## config.mk

```make
export PLATFORM = sky130hd
export DESIGN_NAME = calendar_clock_tick
export DESIGN_NICKNAME = d
export VERILOG_FILES = /design/src/rtl/cct_pkg.sv /design/src/rtl/cct_step.sv /design/src/rtl/calendar_clock_tick.sv
export SDC_FILE = /design/constraint.sdc
export NUM_CORES = 1
export LEC_CHECK = 0
export BUFFER_PORTS_ARGS = -buffer_cell sky130_fd_sc_hd__buf_4
export CORE_MARGIN = 8
export CORE_UTILIZATION = 55
export DETAILED_ROUTE_END_ITERATION = 16
export PLACE_DENSITY_LB_ADDON = 0.15
export SETUP_SLACK_MARGIN = 0.2
export SLEW_MARGIN = 20
export SYNTH_ARGS = -nofsm -noshare
export SYNTH_HDL_FRONTEND = slang
export SYNTH_SLANG_ARGS = --single-unit
```

## constraint.sdc

```tcl
create_clock -name clk_i -period 21.7 [get_ports clk_i]
set_clock_uncertainty 0.15 [all_clocks]
set_input_delay 2.17 -clock clk_i [delete_from_list [all_inputs] [get_ports clk_i]]
set_output_delay 2.17 -clock clk_i [all_outputs]
set_load 0.005 [all_outputs]
```

## src/rtl/cct_pkg.sv

```systemverilog
// ----------------------------------------------------------------------------
// cct_pkg: shared types and calendar functions
// Time-of-day and date record, result record, and the Gregorian date test
// used by the tick datapath.
// ----------------------------------------------------------------------------
`default_nettype none

package cct_pkg;

  localparam int unsigned DayW   = 5;
  localparam int unsigned MonthW = 4;
  localparam int unsigned YearW  = 16;
  localparam int unsigned HourW  = 5;
  localparam int unsigned MinW   = 6;
  localparam int unsigned SecW   = 6;

  // Packed stream widths.
  localparam int unsigned FieldsW = DayW + MonthW + YearW + HourW + MinW + SecW;
  localparam int unsigned TdataW  = ((FieldsW + 7) / 8) * 8;
  localparam int unsigned PadW    = TdataW - FieldsW;

  localparam logic [6:0] SecLast  = 7'd59;
  localparam logic [6:0] MinLast  = 7'd59;
  localparam logic [5:0] HourLast = 6'd23;

  localparam logic [YearW-1:0] GregYear  = 16'd1582;
  localparam logic [4:0]       GregMonth = 5'd10;
  localparam logic [5:0]       GregDay   = 6'd15;
  localparam logic [4:0]       LastMonth = 5'd12;

  // Divisibility by 25: y is a multiple of 25 exactly when y times the
  // inverse of 25 modulo 2^16 falls at or below floor(65535 / 25).
  localparam logic [YearW-1:0] Div25Inv = 16'd23593;
  localparam logic [YearW-1:0] Div25Lim = 16'd2621;

  localparam logic [DayW-1:0]   RstDay   = 5'd1;
  localparam logic [MonthW-1:0] RstMonth = 4'd1;
  localparam logic [YearW-1:0]  RstYear  = 16'd2000;

  typedef enum logic {
    ACT_TICK = 1'b0,
    ACT_LOAD = 1'b1
  } action_e;

  typedef struct packed {
    logic [SecW-1:0]   second;
    logic [MinW-1:0]   minute;
    logic [HourW-1:0]  hour;
    logic [YearW-1:0]  year;
    logic [MonthW-1:0] month;
    logic [DayW-1:0]   day;
  } rtc_t;

  typedef struct packed {
    logic date_valid;
    rtc_t now;
  } result_t;

  function automatic logic leap_year(input logic [YearW-1:0] y);
    logic [YearW-1:0] prod;
    logic             div25;
    prod  = y * Div25Inv;
    div25 = (prod <= Div25Lim);
    // Multiple of 400: 25 and 16. Multiple of 100: 25 and 4.
    return (div25 && (y[3:0] == 4'd0)) || (!div25 && (y[1:0] == 2'd0));
  endfunction

  function automatic logic date_ok(input logic [5:0]       d,
                                   input logic [4:0]       m,
                                   input logic [YearW-1:0] y,
                                   input logic             leap);
    logic [5:0] limit;
    logic       ok;
    case (m)
      5'd2:                      limit = leap ? 6'd29 : 6'd28;
      5'd4, 5'd6, 5'd9, 5'd11:  limit = 6'd30;
      default:                   limit = 6'd31;
    endcase
    ok = (d != 6'd0) && (m != 5'd0) && (m <= LastMonth) && (y >= GregYear);
    if ((y == GregYear) && ((m < GregMonth) || ((m == GregMonth) && (d < GregDay)))) begin
      ok = 1'b0;
    end
    return ok && (d <= limit);
  endfunction

endpackage

`default_nettype wire

```

## src/rtl/cct_step.sv

```systemverilog
// ----------------------------------------------------------------------------
// cct_step: next time and date for one transaction
// Applies a load or a one-second tick to the current record and reports
// whether the resulting date is a valid Gregorian date.
// ----------------------------------------------------------------------------
`default_nettype none

module cct_step
  import cct_pkg::*;
(
  input  rtc_t    cur_i,
  input  action_e action_i,
  input  rtc_t    load_i,
  output result_t res_o
);

  logic [YearW-1:0] year_sel;
  logic             leap;
  logic [6:0]       sec_inc;
  logic [6:0]       min_inc;
  logic [5:0]       hour_inc;
  logic [5:0]       day_inc;
  logic [4:0]       month_inc;
  logic             min_ok;
  logic             hour_ok;
  rtc_t             nxt;

  // One leap test serves both paths: a tick only needs the current year,
  // and when the year rolls over the date is January 1st.
  assign year_sel = (action_i == ACT_LOAD) ? load_i.year : cur_i.year;
  assign leap     = leap_year(year_sel);

  assign sec_inc   = {1'b0, cur_i.second} + 7'd1;
  assign min_inc   = {1'b0, cur_i.minute} + 7'd1;
  assign hour_inc  = {1'b0, cur_i.hour} + 6'd1;
  assign day_inc   = {1'b0, cur_i.day} + 6'd1;
  assign month_inc = {1'b0, cur_i.month} + 5'd1;
  assign min_ok    = ({1'b0, cur_i.minute} <= MinLast);
  assign hour_ok   = ({1'b0, cur_i.hour} <= HourLast);

  always_comb begin
    nxt = cur_i;
    if (action_i == ACT_LOAD) begin
      nxt = load_i;
    end else if ((sec_inc <= SecLast) && min_ok && hour_ok) begin
      nxt.second = sec_inc[SecW-1:0];
    end else if ((min_inc <= MinLast) && hour_ok) begin
      nxt.second = '0;
      nxt.minute = min_inc[MinW-1:0];
    end else if (hour_inc <= HourLast) begin
      nxt.second = '0;
      nxt.minute = '0;
      nxt.hour   = hour_inc[HourW-1:0];
    end else begin
      nxt.second = '0;
      nxt.minute = '0;
      nxt.hour   = '0;
      if (date_ok(day_inc, {1'b0, cur_i.month}, cur_i.year, leap)) begin
        nxt.day = day_inc[DayW-1:0];
      end else if (date_ok(6'd1, month_inc, cur_i.year, leap)) begin
        nxt.day   = RstDay;
        nxt.month = month_inc[MonthW-1:0];
      end else begin
        nxt.day   = RstDay;
        nxt.month = RstMonth;
        nxt.year  = cur_i.year + 16'd1;
      end
    end
  end

  assign res_o.now        = nxt;
  assign res_o.date_valid = date_ok({1'b0, nxt.day}, {1'b0, nxt.month}, nxt.year, leap);

endmodule

`default_nettype wire

```

## src/rtl/calendar_clock_tick.sv

```systemverilog
// ----------------------------------------------------------------------------
// calendar_clock_tick: real-time clock with a Gregorian calendar
// Keeps second, minute, hour, day, month and year; ticks or loads per
// transaction and returns the new values with a date validity flag.
// ----------------------------------------------------------------------------
// Usage:
//   Input stream: s_axis_tuser selects the action (0 ticks one second,
//   1 loads all six fields from s_axis_tdata). Output stream: one
//   transaction per input transaction, carrying the updated time and date
//   on m_axis_tdata and the date validity flag on m_axis_tuser.
//   The result of an accepted transaction is registered in the result
//   register, or in the skid register while a result waits. Throughput is
//   one transaction per cycle while s_axis_tready is high. A two-entry
//   output buffer (result register plus skid register) lets the block take
//   one more transaction while a result waits; s_axis_tready drops only
//   when both hold results, and rises again once the receiver takes one.
//   Reset sets 00:00:00 on 1 January 2000 and empties the output buffer;
//   no result is produced by the reset itself.
// ----------------------------------------------------------------------------
`default_nettype none

module calendar_clock_tick
  import cct_pkg::*;
(
  input  logic              clk_i,
  input  logic              rst_ni,
  input  logic              s_axis_tvalid,
  output logic              s_axis_tready,
  // load_day, load_month, load_year, load_hour, load_minute, load_second, pad
  input  logic [TdataW-1:0] s_axis_tdata,
  // action
  input  logic [0:0]        s_axis_tuser,
  output logic              m_axis_tvalid,
  input  logic              m_axis_tready,
  // day, month, year, hour, minute, second, pad
  output logic [TdataW-1:0] m_axis_tdata,
  // date_valid
  output logic [0:0]        m_axis_tuser
);

  rtc_t    state_q;
  rtc_t    load;
  result_t res;
  result_t out_q;
  result_t skid_q;
  logic    out_valid_q;
  logic    skid_valid_q;
  logic    in_take;
  logic    out_take;

  assign load     = rtc_t'(s_axis_tdata[FieldsW-1:0]);
  assign in_take  = s_axis_tvalid && s_axis_tready;
  assign out_take = out_valid_q && m_axis_tready;

  cct_step u_step (
    .cur_i    (state_q),
    .action_i (action_e'(s_axis_tuser[0])),
    .load_i   (load),
    .res_o    (res)
  );

  always_ff @(posedge clk_i or negedge rst_ni) begin
    if (!rst_ni) begin
      state_q <= {{SecW{1'b0}}, {MinW{1'b0}}, {HourW{1'b0}}, RstYear, RstMonth, RstDay};
    end else if (in_take) begin
      state_q <= res.now;
    end
  end

  always_ff @(posedge clk_i or negedge rst_ni) begin
    if (!rst_ni) begin
      out_valid_q  <= 1'b0;
      skid_valid_q <= 1'b0;
    end else if (skid_valid_q) begin
      if (out_take) begin
        skid_valid_q <= 1'b0;
      end
    end else if (in_take) begin
      out_valid_q <= 1'b1;
      if (out_valid_q && !m_axis_tready) begin
        skid_valid_q <= 1'b1;
      end
    end else if (out_take) begin
      out_valid_q <= 1'b0;
    end
  end

  // Payload registers: the skid entry always holds the newer result.
  always_ff @(posedge clk_i) begin
    if (skid_valid_q) begin
      if (out_take) begin
        out_q <= skid_q;
      end
    end else if (in_take) begin
      if (out_valid_q && !m_axis_tready) begin
        skid_q <= res;
      end else begin
        out_q <= res;
      end
    end
  end

  assign s_axis_tready   = !skid_valid_q;
  assign m_axis_tvalid   = out_valid_q;
  assign m_axis_tdata    = {{PadW{1'b0}}, out_q.now};
  assign m_axis_tuser[0] = out_q.date_valid;

endmodule

`default_nettype wire

```

# Yosys cells after proc, flatten, opt, wreduce, memory -nomap -nowiden
# Index checks and enable logic that the tools add are counted.
totals:
  reg_bits: 130
  input_bits: 53
op_classes:
  addsub: 6
  n_mul: 1
  n_lt_le_gt_ge: 19
  eq_ne: 22
  n_mux: 47
  bitwise: 1
  n_reduce_logical: 46
ops:
  columns: ["op", "n"]
  rows:
  - ["2-to-1 mux 43 bit", 4]
  - ["2-to-1 mux 6 bit", 10]
  - ["2-to-1 mux 42 bit", 1]
  - ["2-to-1 mux 36 bit", 1]
  - ["equality test 16 x 11 -> 1 bit (second input constant)", 2]
  - [">= comparator 16 x 11 -> 1 bit (second input constant)", 2]
  - ["2-to-1 mux 16 bit", 2]
  - ["2-to-1 mux 30 bit", 1]
  - ["2-to-1 mux 25 bit", 1]
  - ["equality test 4 bit (second input constant)", 6]
  - ["logical AND 1 bit", 24]
  - ["one-hot mux 6 bit (2 select lines)", 2]
  - ["2-to-1 mux 20 bit", 1]
  - ["2-to-1 mux 1 bit", 19]
  - ["adder 16 x 1 -> 16 bit (second input constant)", 1]
  - ["equality test 4 x 3 -> 1 bit (second input constant)", 4]
  - ["less-or-equal comparator 16 x 12 -> 1 bit (second input constant)", 1]
  - ["multiplier 16 x 15 -> 16 bit (second input constant)", 1]
  - ["equality test 5 x 4 -> 1 bit (second input constant)", 3]
  - ["adder 6 x 1 -> 7 bit (second input constant)", 2]
  - ["less-or-equal comparator 7 x 6 -> 1 bit (second input constant)", 2]
  - ["adder 5 x 1 -> 6 bit (second input constant)", 2]
  - ["2-to-1 mux 12 bit", 1]
  - ["OR reduction 4 bit", 3]
  - ["31 further kinds", 46]

# Longest topological paths before layout
logic_depth:
  depth_word: 36
  depth_mapped: 45
  depth_no_buf: 40

# By module
# Synthesis repeated with hierarchy kept, for this count alone.
unflattened:
  hier_cells: 841
  area_unflattened_um2: 9272.6
modules_own_cells:
  columns: ["module", "n_inst", "cells_each", "area_each_um2", "seq_area_each_um2"]
  rows:
  - ["calendar_clock_tick", 1, 242, 4987.3, 3693.5]
  - ["cct_step", 1, 599, 4285.4, 0.0]

# Worst setup path after synthesis
# Ideal clock, no wire load.
synth_path:
  path_type: "input to register"
  startpoint: "in s_axis_tuser"
  endpoint: "reg out_q (netlist bit m_axis_tuser) (data pin)"
  setup_ps: 167
  arrival_ps: 10508
  path_slack_ps: 10875
  stages: 44
  path_cell_list: "buf_1 -> clkbuf_1 -> clkbuf_1 -> buf_1 -> buf_1 -> a21oi_1 -> inv_1 -> ha_1 -> inv_1 -> fa_1 -> inv_1 -> ha_1 -> ha_1 -> ha_1 -> ha_1 -> fa_1 -> a21o_1 -> a21oi_1 -> [... 8 more ...] -> a21oi_1 -> ha_1 -> nand2_1 -> o211a_1 -> a21oi_1 -> nand4_2 -> a41oi_4 -> buf_6 -> o32a_1 -> o211ai_4 -> nor4b_1 -> ha_1 -> nor2b_1 -> o21ai_0 -> nor4_1 -> a21oi_1 -> a21oi_1 -> a211oi_1"
synth_lines:
  columns: ["item", "line_no", "rtl"]
  rows:
  - ["start, declared", "calendar_clock_tick.sv:32", "input logic [0:0] s_axis_tuser,"]
  - ["end signal, assigned", "calendar_clock_tick.sv:92", "out_q <= skid_q;"]
  - ["end signal, assigned", "calendar_clock_tick.sv:98", "out_q <= res;"]
  - ["end, declared", "calendar_clock_tick.sv:44", "result_t out_q;"]

==> results.json <==
{
  "fmax_mhz": 82.6,
  "power_density_nw_per_um2": 181,
  "worst-path-buf-inv": 5,
  "clkLatencyLatePin_ns": 0.42,
  "ys_ff_latch": 130,
  "dpl.hpwl_mm": 15.5,
  "crit_path_top_delay_cell": "clkinv_1",
  "cp_data_required_time_ns": 21.78,
  "fin_crit_ns": 12.11,
  "drtIter0Drc": 429,
  "yosysTopAreaCell": "edfxtp_1",
  "die_y_um": 145,
  "cp_max_fo": 48,
  "outcome": "finished clean",
  "post_cts_buffers": 0,
  "grt_start_max_net_pins": 69,
  "synth-edff-count": 86,
  "leakage_nw": 4.61,
  "setup_violations": 0,
  "irDropWorstVdd_mv": 0.174,
  "first_global_vias": 6718,
  "post-route-period-util_pct": 55.8,
  "cts.clk_slew.worst_paths_ns": 0.06,
  "cts_htree_levels": 4,
  "grt.total_usage_pct": 20.7,
  "nets": 1122,
  "cts_resized": 0,
  "floorplan.initialDensity_pct": 55.8,
  "clock-sinks": 130,
  "synth_top_area_share_pct": 28.1,
  "cts_tree": "done",
  "detail_route.wirelength_mm": 21.4,
  "worst_pin_slew_ns": 1.05,
  "syn_area_um2": 9190,
  "yosysSeqAreaShare_pct": 40.2,
  "root_buffer": "clkbuf_16",
  "num_antenna_cells": 0,
  "post_drt_wl_per_cell_um": 17.8,
  "routabilityCongestion": 0.860,
  "critPathMaxStageDelay_ns": 0.77,
  "drcViolationCount": 0,
  "synthFlopType": "edfxtp_1",
  "drt_pass1_iterations": 5,
  "critPathCaptureType": "flip-flop",
  "vias": 6788,
  "port-buffer-count": 91,
  "synth_cells": 894,
  "ant_nets": 0,
  "critical_path_class": "in2reg",
  "critical-path-top-delay-family": "compound AO/OA/AOI/OAI gates",
  "cts_max_path_buffers": 2,
  "slew-limit-headroom_pct": 30.1,
  "die_width_um": 145,
  "async_flop_share_pct": 33.8,
  "drv_slew": 0,
  "maxCapViolCount": 0,
  "row_count": 47,
  "utilization_pct": 64.5,
  "hp-class": "reg2reg",
  "yosysWarningCount": 0,
  "cpMostUsedCell": "ha_1",
  "grt_remaining_overflow": 0,
  "boundaryPins": 104,
  "yosys-top-cells-area": "edfxtp_1 (28%), ha_1 (11%), dfrtp_1 (9.8%)",
  "viasPerCell": 5.65,
  "core_area_um2": 16500,
  "rsz0062_at_grt": "no",
  "cts_buffers": 17,
  "synthToLayoutAreaGrowth_pct": 15.5,
  "antenna_found_initial": 0,
  "fp.dieArea_um2": 21100,
  "syn_avg_cell_area_um2": 10.3,
  "grt_pass1_wl_mm": 35.6,
  "drive_gt1_share_pct": 23.4,
  "yosysUniqueCellTypes": 92,
  "hold_viol_final": 0,
  "hold_buffers": 0,
  "arrival_ns": 12.19,
  "tns_ns": 0,
  "start_kind": "input pin"
}
[cell usage after synthesis (8+ instances only)]
master and number:
a21oi_1 41, nor3_1 12, nand3_1 26, nor2_1 27
buf_2 9, o21ai_0 64, nand2b_1 12, inv_1 87
dfrtp_1 36, ha_1 82, edfxtp_1 86, xnor2_1 21
and2_1 9, dfstp_2 8, nand2_1 92, and3_1 9
clkbuf_1 24, mux2_2 43, mux2i_1 14, fa_1 18
[cell families after synthesis]
logic type | count (synthesis) | share of synthesized area, %
AO/OA/AOI/OAI | 193 | 14.5
XOR/XNOR | 27 | 2.57
adder cells (fa/ha/maj) | 100 | 15.1
buffers and inverters | 142 | 6.41
flip-flops | 130 | 40.2
multiplexers | 59 | 7.11
other | 1 | 0.0408
AND/OR/NAND/NOR | 242 | 14.1
[cell usage in the layout, fill, tap and decap left out, drive strengths merged, types with 4 or more instances in the layout]
cell type,count
nand4,8
nand2,93
nor2b,7
mux2,44
a21o,6
o21ai,69
a21boi,4
a41oi,6
ha,82
nor2,28
buf,100
dfstp,8
nor3,15
o41ai,4
o31ai,9
clkinv,7
and3,9
dfrtp,36
xnor2,21
nand2b,12
a31oi,6
nand3,27
o211ai,10
clkbuf,18
mux2i,15
inv,94
a21oi,43
fa,18
xor2,6
and2,9
edfxtp,86
nor4,11
o21a,5
conb,6
o21bai,5
[worst reg2reg max path: cells and delay by family, from the launching register on]
kind            cells  cell delay (ns)
compound gates     18             4.67
xor+xnor            1             0.12
fa+ha+maj           9             2.96
buf+inv             3             0.29
flops               1             0.47
simple gates        8             0.98
[power breakdown]
part	switching (mW)	total (mW)	leakage, nW	internal (mW)
clock network	0.113	0.295	0.287	0.182
registers	0.0920	0.483	1.33	0.391
logic	0.632	1.14	3.00	0.512
[stage by stage]
stage	area (µm²)	power, mW	instances	setup slack [ns]	hold WS [ns]
after floorplan	9210	1.34	899	10.87	0.314
after global placement	10000	1.60	1170	9.29	0.344
after detailed placement	10000	1.63	1170	9.18	0.352
after CTS	10600	1.93	1202	9.63	0.361
after global routing	10600	2.12	1202	8.97	0.383
final	10600	1.92	1202	9.59	0.361
[flip-flops by register name, summed over array words and instances, names as in the netlist]
name,count
skid_q,43
m_axis_tdata,42
state_q,42
m_axis_tuser,1
m_axis_tvalid,1
skid_valid_q,1
[per-layer routing]
metal	track usage [%]	wire, µm	vias up
li1	-	-	3345
met1	27.7	9920	3223
met2	33.1	9970	189
met3	4.94	1170	31
met4	5.57	353	0
met5	0	0	-
[worst paths after layout]
path / startpoint / end / slack, ns / depth (start not counted)
max: s_axis_tuser / m_axis_tuser / 9.59 / 37
min: state_q[16] / state_q[16] / 0.36 / 2
max reg2reg: state_q[11] / m_axis_tuser / 11.87 / 39
min reg2reg: state_q[16] / state_q[16] / 0.36 / 2
max in group asynchronous: rst_ni / state_q[8] / 19.34 / 1
min in group asynchronous: rst_ni / state_q[25] / 1.61 / 1
[area by class of cell]
class / count / area, µm²
repair buffers: 100 / 751
flip-flops and latches: 130 / 3690
clock inverters: 14 / 179
well taps: 220 / 275
clock buffers: 18 / 429
inverters: 93 / 349
multi-input cells: 627 / 4940
fillers: 1373 / 5850
No activity file was read; power rests on OpenSTA's default activity.
